## config.mk

```make
export PLATFORM = sky130hd
export DESIGN_NAME = packed_pixel_masked_blit_unit
export DESIGN_NICKNAME = d
export VERILOG_FILES = /design/src/hw/rtl/ppmb_pkg.sv /design/src/hw/rtl/ppmb_merge.sv /design/src/hw/rtl/packed_pixel_masked_blit_unit.sv
export VERILOG_INCLUDE_DIRS = /design/src /design/src/hw/rtl
export SDC_FILE = /design/constraint.sdc
export NUM_CORES = 1
export LEC_CHECK = 0
export BUFFER_PORTS_ARGS = -buffer_cell sky130_fd_sc_hd__buf_2
export CAP_MARGIN = 20
export CORE_MARGIN = 1.5
export CORE_UTILIZATION = 40
export CTS_BUF_LIST = sky130_fd_sc_hd__clkbuf_8
export CTS_CLUSTER_DIAMETER = 30
export DETAILED_ROUTE_END_ITERATION = 12
export SETUP_SLACK_MARGIN = 0.4
export SLEW_MARGIN = 20
export SYNTH_ARGS = -nofsm -noshare
export SYNTH_HDL_FRONTEND = slang
export SYNTH_HIERARCHICAL = 1
export SYNTH_SLANG_ARGS = --single-unit
```

## constraint.sdc

```tcl
create_clock -name clk -period 4.2 [get_ports clk]
set_input_delay 0.42 -clock clk [delete_from_list [all_inputs] [get_ports clk]]
set_output_delay 0.42 -clock clk [all_outputs]
set_load 0.01 [all_outputs]
```

## src/hw/rtl/packed_pixel_masked_blit_unit_assert.svh

```systemverilog
// ----------------------------------------------------------------------------
// Assertion macros for the packed pixel masked blit unit
// Concurrent assertion wrappers that compile away when SYNTHESIS is defined.
// ----------------------------------------------------------------------------
`ifndef PACKED_PIXEL_MASKED_BLIT_UNIT_ASSERT_SVH
`define PACKED_PIXEL_MASKED_BLIT_UNIT_ASSERT_SVH

`ifndef SYNTHESIS
`define PPMB_ASSERT(lbl, clk_sig, rst_n_sig, prop, msg) \
	lbl: assert property (@(posedge clk_sig) disable iff (!rst_n_sig) prop) else $error(msg);
`define PPMB_ASSERT_ALWAYS(lbl, clk_sig, prop, msg) \
	lbl: assert property (@(posedge clk_sig) prop) else $error(msg);
`else
`define PPMB_ASSERT(lbl, clk_sig, rst_n_sig, prop, msg)
`define PPMB_ASSERT_ALWAYS(lbl, clk_sig, prop, msg)
`endif

`endif

```

## src/hw/rtl/ppmb_pkg.sv

```systemverilog
// ----------------------------------------------------------------------------
// Packed pixel masked blit package
// Word layouts, register indexes, depth codes and the depth code helper.
// ----------------------------------------------------------------------------
`default_nettype none

package ppmb_pkg;

	localparam int WORD_BITS      = 32;
	localparam int OFFSET_BITS    = $clog2(WORD_BITS);
	localparam int BPP_BITS       = 4;
	localparam int KEY_BITS       = 8;
	localparam int CFG_INDEX_BITS = 2;
	localparam int CFG_DATA_BITS  = 8;

	localparam logic [CFG_INDEX_BITS-1:0] REG_BITS_PER_PIXEL  = 2'd0;
	localparam logic [CFG_INDEX_BITS-1:0] REG_KEY_ENABLE      = 2'd1;
	localparam logic [CFG_INDEX_BITS-1:0] REG_KEY_COLOUR      = 2'd2;
	localparam logic [CFG_INDEX_BITS-1:0] REG_DEST_BIT_OFFSET = 2'd3;

	localparam logic [1:0] DEPTH_1 = 2'd0;
	localparam logic [1:0] DEPTH_2 = 2'd1;
	localparam logic [1:0] DEPTH_4 = 2'd2;
	localparam logic [1:0] DEPTH_8 = 2'd3;

	typedef struct packed {
		logic [WORD_BITS-1:0] sprite_word;
		logic [WORD_BITS-1:0] edge_mask;
		logic [WORD_BITS-1:0] dest_word_a;
		logic [WORD_BITS-1:0] dest_word_b;
		logic                 write_a;
		logic                 write_b;
		logic                 blit_start;
	} in_word_t;

	typedef struct packed {
		logic [WORD_BITS-1:0] new_word_a;
		logic [WORD_BITS-1:0] new_word_b;
		logic                 word_hit;
		logic                 blit_collision;
	} out_word_t;

	typedef struct packed {
		logic [1:0]             depth_sel;
		logic                   key_enable;
		logic [KEY_BITS-1:0]    key_colour;
		logic [OFFSET_BITS-1:0] dest_bit_offset;
	} blit_cfg_t;

	typedef struct packed {
		logic [WORD_BITS-1:0] new_word_a;
		logic [WORD_BITS-1:0] new_word_b;
		logic                 word_hit;
	} merge_res_t;

	// Depth values other than 1, 2, 4 and 8 round down; zero acts as one.
	function automatic logic [1:0] depth_code(input logic [BPP_BITS-1:0] bpp);
		logic [1:0] code;
		if (bpp >= 4'd8) begin
			code = DEPTH_8;
		end else if (bpp >= 4'd4) begin
			code = DEPTH_4;
		end else if (bpp >= 4'd2) begin
			code = DEPTH_2;
		end else begin
			code = DEPTH_1;
		end
		return code;
	endfunction

endpackage

`default_nettype wire

```

## src/hw/rtl/ppmb_merge.sv

```systemverilog
// ----------------------------------------------------------------------------
// Packed pixel masked blit merge
// Builds the opacity mask, shifts the masked sprite and merges both words.
// ----------------------------------------------------------------------------
`default_nettype none

module ppmb_merge (
	input  ppmb_pkg::in_word_t   word,
	input  ppmb_pkg::blit_cfg_t  cfg,
	output ppmb_pkg::merge_res_t res
);
	import ppmb_pkg::*;

	logic [WORD_BITS-1:0]   key_rep1, key_rep2, key_rep4, key_rep8;
	logic [WORD_BITS-1:0]   diff1, diff2, diff4, diff8;
	logic [WORD_BITS-1:0]   mask2, mask4, mask8;
	logic [WORD_BITS-1:0]   key_mask;
	logic [WORD_BITS-1:0]   mask;
	logic [WORD_BITS-1:0]   spr;
	logic [2*WORD_BITS-1:0] mask_wide;
	logic [2*WORD_BITS-1:0] spr_wide;
	logic [WORD_BITS-1:0]   m_a, m_b;
	logic                   hit_a, hit_b;

	always_comb begin
		for (int i = 0; i < WORD_BITS; i++) begin
			key_rep1[i] = cfg.key_colour[0];
			key_rep2[i] = cfg.key_colour[i % 2];
			key_rep4[i] = cfg.key_colour[i % 4];
			key_rep8[i] = cfg.key_colour[i % 8];
		end
		diff1 = (word.sprite_word ^ key_rep1) & word.edge_mask;
		diff2 = (word.sprite_word ^ key_rep2) & word.edge_mask;
		diff4 = (word.sprite_word ^ key_rep4) & word.edge_mask;
		diff8 = (word.sprite_word ^ key_rep8) & word.edge_mask;
		for (int p = 0; p < WORD_BITS / 2; p++) begin
			mask2[2*p +: 2] = {2{|diff2[2*p +: 2]}};
		end
		for (int p = 0; p < WORD_BITS / 4; p++) begin
			mask4[4*p +: 4] = {4{|diff4[4*p +: 4]}};
		end
		for (int p = 0; p < WORD_BITS / 8; p++) begin
			mask8[8*p +: 8] = {8{|diff8[8*p +: 8]}};
		end
	end

	always_comb begin
		case (cfg.depth_sel)
			DEPTH_1: key_mask = diff1;
			DEPTH_2: key_mask = mask2;
			DEPTH_4: key_mask = mask4;
			DEPTH_8: key_mask = mask8;
			default: key_mask = diff1;
		endcase
	end

	// The upper half of each wide value lands in word a, the lower half in word b.
	assign mask      = cfg.key_enable ? key_mask : word.edge_mask;
	assign spr       = word.sprite_word & mask;
	assign mask_wide = {mask, {WORD_BITS{1'b0}}} >> cfg.dest_bit_offset;
	assign spr_wide  = {spr, {WORD_BITS{1'b0}}} >> cfg.dest_bit_offset;
	assign m_a       = mask_wide[2*WORD_BITS-1:WORD_BITS];
	assign m_b       = mask_wide[WORD_BITS-1:0];

	assign hit_a = word.write_a & (|(word.dest_word_a & m_a));
	assign hit_b = word.write_b & (|(word.dest_word_b & m_b));

	assign res.new_word_a = word.write_a ?
		((word.dest_word_a & ~m_a) | spr_wide[2*WORD_BITS-1:WORD_BITS]) : word.dest_word_a;
	assign res.new_word_b = word.write_b ?
		((word.dest_word_b & ~m_b) | spr_wide[WORD_BITS-1:0]) : word.dest_word_b;
	assign res.word_hit   = hit_a | hit_b;

endmodule

`default_nettype wire

```

## src/hw/rtl/packed_pixel_masked_blit_unit.sv

```systemverilog
// ----------------------------------------------------------------------------
// Packed pixel masked blit unit
// Masked, color keyed merge of one sprite word into two background words.
// ----------------------------------------------------------------------------
// The unit takes one word per cycle while the output is not stalled and returns
// one result word per input word. Each word is held in the input register and
// then in the result register, with the mask, shift and merge logic in between.
// The sticky collision flag is updated as each word leaves the input register,
// so results come out in order and a stall on the output only holds the pipe.
`default_nettype none

`include "packed_pixel_masked_blit_unit_assert.svh"

module packed_pixel_masked_blit_unit (
	input  wire                                 clk,
	input  wire                                 arst_n,
	input  wire                                 in_valid,
	output logic                                in_ready,
	input  ppmb_pkg::in_word_t                  in_data,
	output logic                                out_valid,
	input  wire                                 out_ready,
	output ppmb_pkg::out_word_t                 out_data,
	input  wire                                 cfg_we,
	input  wire [ppmb_pkg::CFG_INDEX_BITS-1:0]  cfg_index,
	input  wire [ppmb_pkg::CFG_DATA_BITS-1:0]   cfg_data
);
	import ppmb_pkg::*;

	logic [BPP_BITS-1:0]    bits_per_pixel_q;
	logic                   key_enable_q;
	logic [KEY_BITS-1:0]    key_colour_q;
	logic [OFFSET_BITS-1:0] dest_bit_offset_q;
	logic                   collision_seen_q;

	logic       valid_s1;
	in_word_t   data_s1;
	logic       valid_s2;
	out_word_t  data_s2;

	blit_cfg_t  cfg;
	merge_res_t res;
	logic       adv_s2;
	logic       move_s2;
	logic       collision_next;

	always_ff @(posedge clk or negedge arst_n) begin
		if (!arst_n) begin
			bits_per_pixel_q  <= BPP_BITS'(2);
			key_enable_q      <= 1'b0;
			key_colour_q      <= '0;
			dest_bit_offset_q <= '0;
		end else if (cfg_we) begin
			case (cfg_index)
				REG_BITS_PER_PIXEL:  bits_per_pixel_q  <= cfg_data[BPP_BITS-1:0];
				REG_KEY_ENABLE:      key_enable_q      <= cfg_data[0];
				REG_KEY_COLOUR:      key_colour_q      <= cfg_data[KEY_BITS-1:0];
				REG_DEST_BIT_OFFSET: dest_bit_offset_q <= cfg_data[OFFSET_BITS-1:0];
				default: ;
			endcase
		end
	end

	assign cfg.depth_sel       = depth_code(bits_per_pixel_q);
	assign cfg.key_enable      = key_enable_q;
	assign cfg.key_colour      = key_colour_q;
	assign cfg.dest_bit_offset = dest_bit_offset_q;

	assign adv_s2   = !valid_s2 || out_ready;
	assign in_ready = !valid_s1 || adv_s2;
	assign move_s2  = valid_s1 && adv_s2;

	always_ff @(posedge clk or negedge arst_n) begin
		if (!arst_n) begin
			valid_s1 <= 1'b0;
		end else if (in_ready) begin
			valid_s1 <= in_valid;
		end
	end

	always_ff @(posedge clk) begin
		if (in_valid && in_ready) begin
			data_s1 <= in_data;
		end
	end

	ppmb_merge u_merge (
		.word (data_s1),
		.cfg  (cfg),
		.res  (res)
	);

	assign collision_next = (collision_seen_q && !data_s1.blit_start) || res.word_hit;

	always_ff @(posedge clk or negedge arst_n) begin
		if (!arst_n) begin
			valid_s2         <= 1'b0;
			collision_seen_q <= 1'b0;
		end else begin
			if (adv_s2) begin
				valid_s2 <= valid_s1;
			end
			if (move_s2) begin
				collision_seen_q <= collision_next;
			end
		end
	end

	always_ff @(posedge clk) begin
		if (move_s2) begin
			data_s2.new_word_a     <= res.new_word_a;
			data_s2.new_word_b     <= res.new_word_b;
			data_s2.word_hit       <= res.word_hit;
			data_s2.blit_collision <= collision_next;
		end
	end

	assign out_valid = valid_s2;
	assign out_data  = data_s2;

	`PPMB_ASSERT(a_hit_sets_collision, clk, arst_n, out_valid && out_data.word_hit |-> out_data.blit_collision, "word hit without collision flag")
	`PPMB_ASSERT(a_collision_rise_has_hit, clk, arst_n, $rose(collision_seen_q) |-> $past(move_s2 && res.word_hit), "collision flag set without a hit")
	`PPMB_ASSERT(a_empty_input_ready, clk, arst_n, !valid_s1 |-> in_ready, "empty input register not ready")
	`PPMB_ASSERT_ALWAYS(a_reset_clears_valid, clk, !arst_n |-> !valid_s1 && !valid_s2, "valid set during reset")

endmodule

`default_nettype wire

```

==> metrics.csv, run 1 <==
metric;value;unit
synth.area.top_cells;sky130_fd_sc_hd__edfxtp_1 39%, sky130_fd_sc_hd__mux2i_1 5.0%, sky130_fd_sc_hd__nand2_1 5.0%;
postLayoutCoreUtil;62.1;%
powerDensity;555;mW/mm^2
outcome;finished with violations;
timing.rr.end;out_data[0];
remaining_drc_errors;0;
post_route_cells_drive_above_1_share;41.6;%
num-nets-final;2491;
timing.critical_path.arrival;5.08;ns
area_of_the_die;0.0396;sq mm
gr-max-usage-layer;met2;
post_synthesis_cell_type_count;93;
h_tree_levels;2;
root_buffer;sky130_fd_sc_hd__clkbuf_8;
layout_worst_path_cycle_share;112;%
postSynthNetCount;1760;
finalWirelength;73.6;mm
dpl.hpwl;55.6;mm
vias_per_cell;5.93;
peakVddDrop;0.327;mV
synth.yosys.warnings;6;
clock_tree_from_tritoncts;built;
total_leakage_power;9.76;nW
std_cell_core_area;0.0378;sq mm
fin_ws;-0.502;ns
yosysTopAreaCell;sky130_fd_sc_hd__edfxtp_1;
global_routing_usage_on_met1;51.2;%
ant_nets;0;
overall_via_count_from_detail_route;17100;
tritoncts.num_buffers;47;
area_growth_syn_to_layout;52.5;%
clock_insertion_delay_worst_skew;0.63;ns
timing.clock.skew;0.0212;ns
timing.critical_path.slowest_cell_delay;0.62;ns
cts_sinks;217;
most_frequent_cells_in_the_layout;419 x sky130_fd_sc_hd__buf_4, 213 x sky130_fd_sc_hd__buf_2, 198 x sky130_fd_sc_hd__nand2_1;
rr_worst_depth;20;
pin_count_of_the_biggest_net_entering_global_routing;75;
synth-seq-area-share;41.8;%
postSynthCellCount;1614;
syn_avg_cell_area;9.52;sq um
grt.total_usage;36.6;%
grt_pass1_vias;16600;
ys_dominant_reg_cell;sky130_fd_sc_hd__edfxtp_1;
grt_first_pass_wirelength;106;mm
post_dp_cell_area;0.0199;sq mm
worstSetupStartpointType;register;
die_w;199;um
worst_slew_pin_slew;1.11;ns
final_estimated_routing_congestion_in_global_placement;1.01;
crit_path_end_kind;register;
global_route.overflow_total;0;
maxCapViolations;0;
floorplan.die.height;199;um
highest_fanout_seen_on_the_critical_path;8;
postSynth.asyncResetShare;9.22;%
mappedNetlistArea;0.0154;sq mm
timing_max_transition_violations_final;0;
clock.fmax;213;MHz
drt_first_iter_violations;1926;
finalCriticalPeriod;4.70;ns
yosys_register_bits;217;
tritonroute_pass_1_iters;6;
worst_hold_path.num_cells;2;
clk_pin_slew_worst_paths;0.06;ns
slew_headroom;25.9;%
min_path_type;in -> reg;
numPortBuffers;213;
worstPathRequired;4.58;ns
reg2reg_setup_slack;-0.50;ns
unrepaired_setup_endpoints_after_global_routing;yes;
final-setup-viol-count;3;
worstReg2RegStart;key_colour_q[0];
io_pins;214;
min_delay_worst_endpoint;key_colour_q[5];
grtUsageMet3;6.49;%
initial_core_util;40.7;%
finalHoldViolations;0;
antenna_found_initial;2;
hold_start;cfg_data[5];
crit_path_cell_trace;buf_12 > buf_16 > buf_8 > xor2_2 > a221oi_2 > buf_4 > nor3_2 > a2111oi_2 > buf_4 > buf_6 > mux2i_1 > mux4_2 > a22oi_1 > o22ai_1 > o31ai_1 > nand4_1 > o41ai_2 > buf_4 > a21bo_4 > a21o_1;
final.setup.tns;-1.38;ns
failed_checks;negative setup slack;
clock_path_buffers;3;
insertedDiodeCount;0;
number_of_flops_mapped_to_enable_cells_by_yosys;197;
wl_per_cell;25.4;um
gr-usage-met2;57.6;%
crit_slowest_cell;sky130_fd_sc_hd__mux4_2;
total_power;0.0130;W
rows;71;
mostFrequentLayoutCell;sky130_fd_sc_hd__buf_4;
post-route-cell-area;0.0234;sq mm
path_class;reg -> reg;
timing.critical_path.mode_cell;sky130_fd_sc_hd__buf_4;
synth_largest_type_area_fraction;38.5;%
==> synth_stat cells, drive strengths merged, types with 9 or more instances <==
| library cell | n |
|---|---|
| nor4 | 10 |
| nor2 | 100 |
| mux2 | 48 |
| o31ai | 16 |
| a22oi | 39 |
| a31oi | 11 |
| buf | 35 |
| clkbuf | 78 |
| nand2 | 207 |
| nor2b | 14 |
| o22ai | 31 |
| xor2 | 73 |
| a32oi | 9 |
| nand3 | 49 |
| and3 | 12 |
| mux4 | 9 |
| dfrtp | 19 |
| edfxtp | 197 |
| a21oi | 84 |
| mux2i | 77 |
| o32a | 10 |
| nand4 | 12 |
| a22o | 45 |
| a221oi | 19 |
| o21ai | 128 |
| nor3 | 32 |
| or2 | 11 |
| inv | 37 |
| o211ai | 20 |
| a21o | 10 |
| a211oi | 25 |
| nand2b | 13 |
==> what timing repair did <==
action,in CTS,in global routing
hold endpoints to repair,150,0
gates cloned,1,0
buffers inserted,9,30
resized for setup,79,143
hold buffers,132,0
pin swaps,23,38
endpoints found under the setup margin,46,47
==> cell type report <==
type / instances / area (sq um)
Fill cell: 3188 / 14300
Multi-Input combinational cell: 1247 / 9270
Sequential cell: 217 / 6430
Timing Repair Buffer: 795 / 6010
Clock buffer: 48 / 661
Tap cell: 511 / 639
Clock inverter: 37 / 283
Inverter: 37 / 141
==> stage by stage <==
stage	worst slack, ns	std cells	hold slack [ns]
final	-0.502	2892	0.0354
after global routing	-0.634	2892	0.0221
after CTS	-0.338	2862	0.00723
after detailed placement	-0.609	2635	0.422
after global placement	-0.661	2635	0.402
after floorplan	0.287	1614	0.124
==> flip-flops by register name (all words and copies together), names as in the netlist <==
signal             flops
out_valid              1
key_enable_q           1
collision_seen_q       1
data_s1              131
out_data              66
key_colour_q           8
dest_bit_offset_q      5
bits_per_pixel_q       3
valid_s1               1
==> how the worst max path moves through the flow <==
| stage | startpoint | to | slack, ns | cells after the start |
|---|---|---|---|---|
| after global routing | key_colour_q[0] | out_data[0] | -0.63 | 19 |
| after CTS | bits_per_pixel_q[2] | out_data[0] | -0.34 | 18 |
| after global placement | bits_per_pixel_q[3] | out_data[35] | -0.66 | 16 |
| after floorplan | bits_per_pixel_q[1] | out_data[0] | 0.29 | 16 |
| final | key_colour_q[0] | out_data[0] | -0.50 | 20 |
| after detailed placement | bits_per_pixel_q[3] | out_data[0] | -0.61 | 17 |
==> critical path, delay by kind of cell (launching register included) <==
| kind | cells | cell delay [ns] |
|---|---|---|
| AND/OR/NAND/NOR | 2 | 0.19 |
| buffers and inverters | 7 | 1.05 |
| multiplexers | 2 | 0.71 |
| flip-flops | 1 | 0.45 |
| XOR/XNOR | 1 | 0.17 |
| AO/OA/AOI/OAI | 8 | 1.86 |
==> report_power, final <==
group          internal (W)  leakage, nW  switching [W]
Sequential          0.00264         2.11       0.000195
Clock               0.00127        0.492        0.00105
Combinational       0.00347         7.15        0.00438
==> logic make-up after synthesis <==
logic type | after synthesis | share of synthesized area [%]
AOI/OAI and AO/OA | 538 | 24.7
DFF | 217 | 41.8
xor gates and xnor gates | 80 | 4.61
and+or+nand+nor | 495 | 15.0
muxes | 134 | 9.86
buffers and inverters | 150 | 4.07
==> routing by layer <==
layer,up-vias,wire [um]
li1,7696,-
met5,-,13
met1,8354,31600
met2,948,33000
met3,144,6710
met4,2,2260
Power figures use the tool's default switching activity.
==> run 2, diff against run 1 <==
--- a/config.mk
+++ b/config.mk
@@ -8,12 +8,15 @@
 export LEC_CHECK = 0
 export BUFFER_PORTS_ARGS = -buffer_cell sky130_fd_sc_hd__buf_2
 export CAP_MARGIN = 20
+export CELL_PAD_IN_SITES_DETAIL_PLACEMENT = 1
+export CELL_PAD_IN_SITES_GLOBAL_PLACEMENT = 1
 export CORE_MARGIN = 1.5
-export CORE_UTILIZATION = 40
+export CORE_UTILIZATION = 42
 export CTS_BUF_LIST = sky130_fd_sc_hd__clkbuf_8
 export CTS_CLUSTER_DIAMETER = 30
 export DETAILED_ROUTE_END_ITERATION = 12
-export SETUP_SLACK_MARGIN = 0.4
+export PLACE_DENSITY_LB_ADDON = 0.1
+export SETUP_SLACK_MARGIN = 0.2
 export SLEW_MARGIN = 20
 export SYNTH_ARGS = -nofsm -noshare
 export SYNTH_HDL_FRONTEND = slang
==> run 2 against run 1 <==
  * The flow still finishes with violations (negative setup slack)
  * Sequential power about the same
  * Sequential share of layout area down 0.56 points
  * First-iteration DRC count up 87%
  * Worst hold slack gained 0.010 ns
  * Clock skew rose by 0.033 ns
  * Critical path type unchanged
  * Highest routed layer unchanged
==> metrics.csv, run 2 (same netlist as run 1, synthesis figures left out) <==
metric;value;unit;change
timing.critical_path.mode_cell;sky130_fd_sc_hd__buf_4;;
peakVddDrop;0.367;mV;+12%
tritonroute_pass_1_iters;7;;+1
worst_slew_pin_slew;1.15;ns;+0.0410 ns
overall_via_count_from_detail_route;20400;;+19%
slew_headroom;23.3;%;-2.6 points
total_power;0.0146;W;+13%
timing.clock.skew;0.0543;ns;+0.0332 ns
initial_core_util;43.0;%;+2.3 points
finalHoldViolations;0;;unchanged
ant_nets;0;;unchanged
vias_per_cell;7.06;;+19%
min_delay_worst_endpoint;key_colour_q[7];;
timing.rr.end;out_data[0];;
h_tree_levels;2;;unchanged
clk_pin_slew_worst_paths;0.07;ns;about the same
timing_max_transition_violations_final;0;;unchanged
clock_insertion_delay_worst_skew;0.69;ns;+0.06 ns
cts_sinks;217;;unchanged
crit_path_cell_trace;buf_4 > xor2_1 > a22oi_2 > a21oi_2 > buf_4 > a2111oi_2 > buf_4 > buf_4 > nand2_1 > buf_4 > a31oi_1 > buf_4 > a21oi_1 > a22oi_2 > nor2_1 > a311oi_1 > and4_1 > o211ai_1 > a21bo_4 > a21o_1;;
drt_first_iter_violations;3600;;+87%
global_route.overflow_total;0;;unchanged
reg2reg_setup_slack;-0.69;ns;-0.18 ns
crit_path_end_kind;register;;
floorplan.die.height;194;um;-2.4%
remaining_drc_errors;0;;unchanged
clock_path_buffers;3;;unchanged
max_flop_register;data_s1;;
most_frequent_cells_in_the_layout;423 x sky130_fd_sc_hd__buf_4, 213 x sky130_fd_sc_hd__buf_2, 201 x sky130_fd_sc_hd__nand2_1;;
postLayoutCoreUtil;66.9;%;+4.8 points
worstSetupStartpointType;register;;
outcome;finished with violations;;
placed_cells_incl_taps;2595;;-1.5%
fin_worst_hold_slack;0.0454;ns;+0.0100 ns
area_of_the_die;0.0377;sq mm;-4.7%
path_class;reg -> reg;;
timing.critical_path.arrival;5.32;ns;+0.24 ns
max_ffs_per_register;131;;unchanged
final_estimated_routing_congestion_in_global_placement;0.992;;-1.4%
antenna_found_initial;3;;+1
cpLargestDelayFamily;compound AO/OA/AOI/OAI gates;;
num-nets-final;2533;;+1.7%
critical_path.n_buffers_inverters;6;;-1
worstReg2RegStart;key_colour_q[0];;
mostFrequentLayoutCell;sky130_fd_sc_hd__buf_4;;
rows;69;;-2.8%
timing.critical_path.slowest_cell_delay;0.47;ns;-0.15 ns
finish.cell_count_without_fillers;2890;;-0.069%
root_buffer;sky130_fd_sc_hd__clkbuf_8;;
layout_worst_path_cycle_share;116;%;+4.4 points
wl_per_cell;34.7;um;+36%
total_leakage_power;10.1;nW;+3.0%
clock_tree_from_tritoncts;built;;
pin_count_of_the_biggest_net_entering_global_routing;71;;-5.3%
die_w;194;um;-2.4%
hold_start;cfg_data[7];;
worst_hold_path.num_cells;2;;unchanged
min_path_type;in -> reg;;
clock.fmax;205;MHz;-3.8%
finalCriticalPeriod;4.89;ns;+0.184 ns
crit_slowest_cell;sky130_fd_sc_hd__dfrtp_2;;
rr_worst_depth;20;;unchanged
fin_ws;-0.686;ns;-0.184 ns
finalWirelength;100;mm;+36%
grt_pass1_vias;20000;;+21%
failed_checks;negative setup slack;;
numPortBuffers;213;;unchanged
maxCapViolations;0;;unchanged
unrepaired_setup_endpoints_after_global_routing;yes;;
tritoncts.num_buffers;51;;+8.5%
post_dp_cell_area;0.0198;sq mm;-0.14%
final-setup-viol-count;32;;+29
worstPathRequired;4.63;ns;+0.05 ns
post_route_cells_drive_above_1_share;42.4;%;+0.86 points
powerDensity;612;mW/mm^2;+10%
post-route-cell-area;0.0239;sq mm;+2.0%
io_pins;214;;unchanged
grt_first_pass_wirelength;133;mm;+26%
area_growth_syn_to_layout;55.7;%;
grt.total_usage;47.3;%;+11 points
std_cell_core_area;0.0357;sq mm;-5.3%
dpl.hpwl;59.4;mm;+6.9%
highest_fanout_seen_on_the_critical_path;8;;unchanged
run 2: changes by cell type in the layout (fill, tap and decap cells not counted), sizes merged, moves of 2 or more:
cell      delta
buf         +37
clkinv       -7
bufinv       +5
clkinvlp     +5
clkbuf       +4
diode        +2
run 2: how the worst max path moves through the flow:
stage | from | to | slack (ns) | cells past startpoint
after floorplan | bits_per_pixel_q[3] | out_data[0] | 0.15 | 14
after global placement | bits_per_pixel_q[1] | out_data[0] | -0.47 | 17
after detailed placement | bits_per_pixel_q[1] | out_data[0] | -0.59 | 17
after CTS | bits_per_pixel_q[2] | out_data[0] | -0.23 | 18
after global routing | bits_per_pixel_q[3] | out_data[0] | -0.67 | 20
final | key_colour_q[0] | out_data[0] | -0.69 | 20
run 2: layer usage:
layer | vias to the layer above | share of wire, % | wire, um | global-route usage, %
li1 | 7793 | - | - | -
met1 | 9693 | 34 | 33900 | 57.8
met2 | 2154 | 43 | 43600 | 76.6
met3 | 764 | 13 | 13500 | 12.2
met4 | 4 | 9.2 | 9180 | 25.7
met5 | - | 0.060 | 60 | 0
run 2: repair_timing:
item,in CTS,in global routing
hold buffers,133,0
hold endpoints to repair,151,0
gates resized for setup,78,172
pin swaps,15,35
setup endpoints to repair,42,47
buffers inserted,45,21
run 2: worst reg2reg max path, delay by kind of cell, from the launching register on:
kind,cells,cell delay [ns]
AOI/OAI and AO/OA,10,2.40
and+or+nand+nor,3,0.44
DFF,1,0.47
buffers and inverters,6,1.11
xor gates and xnor gates,1,0.23
run 2: final cells by class:
class	instances	area, sq um
inverter	37	141
timing repair buffer	833	6390
tap	461	577
antenna	2	5.00
clock inverter	41	449
clock buffer	52	716
sequential	217	6430
fill	3930	11800
multi-input combinational	1247	9200
run 2: report_power, final:
group / internal (W) / total, W / leakage [nW] / switching (W)
sequential: 0.00264 / 0.00287 / 2.12 / 0.000229
clock: 0.00168 / 0.00300 / 0.581 / 0.00132
combinational: 0.00356 / 0.00877 / 7.36 / 0.00521
total: 0.00788 / 0.0146 / 10.1 / 0.00676
run 2: metrics by stage:
| step | setup WS, ns | TNS (ns) |
|---|---|---|
| 6_report | -0.686 | -5.89 |
| 5_1_grt | -0.666 | -5.14 |
| 4_1_cts | -0.227 | -0.765 |
| 3_5_place_dp | -0.592 | -4.35 |
| 3_3_place_gp | -0.469 | -2.92 |
| 2_1_floorplan | 0.153 | 0 |
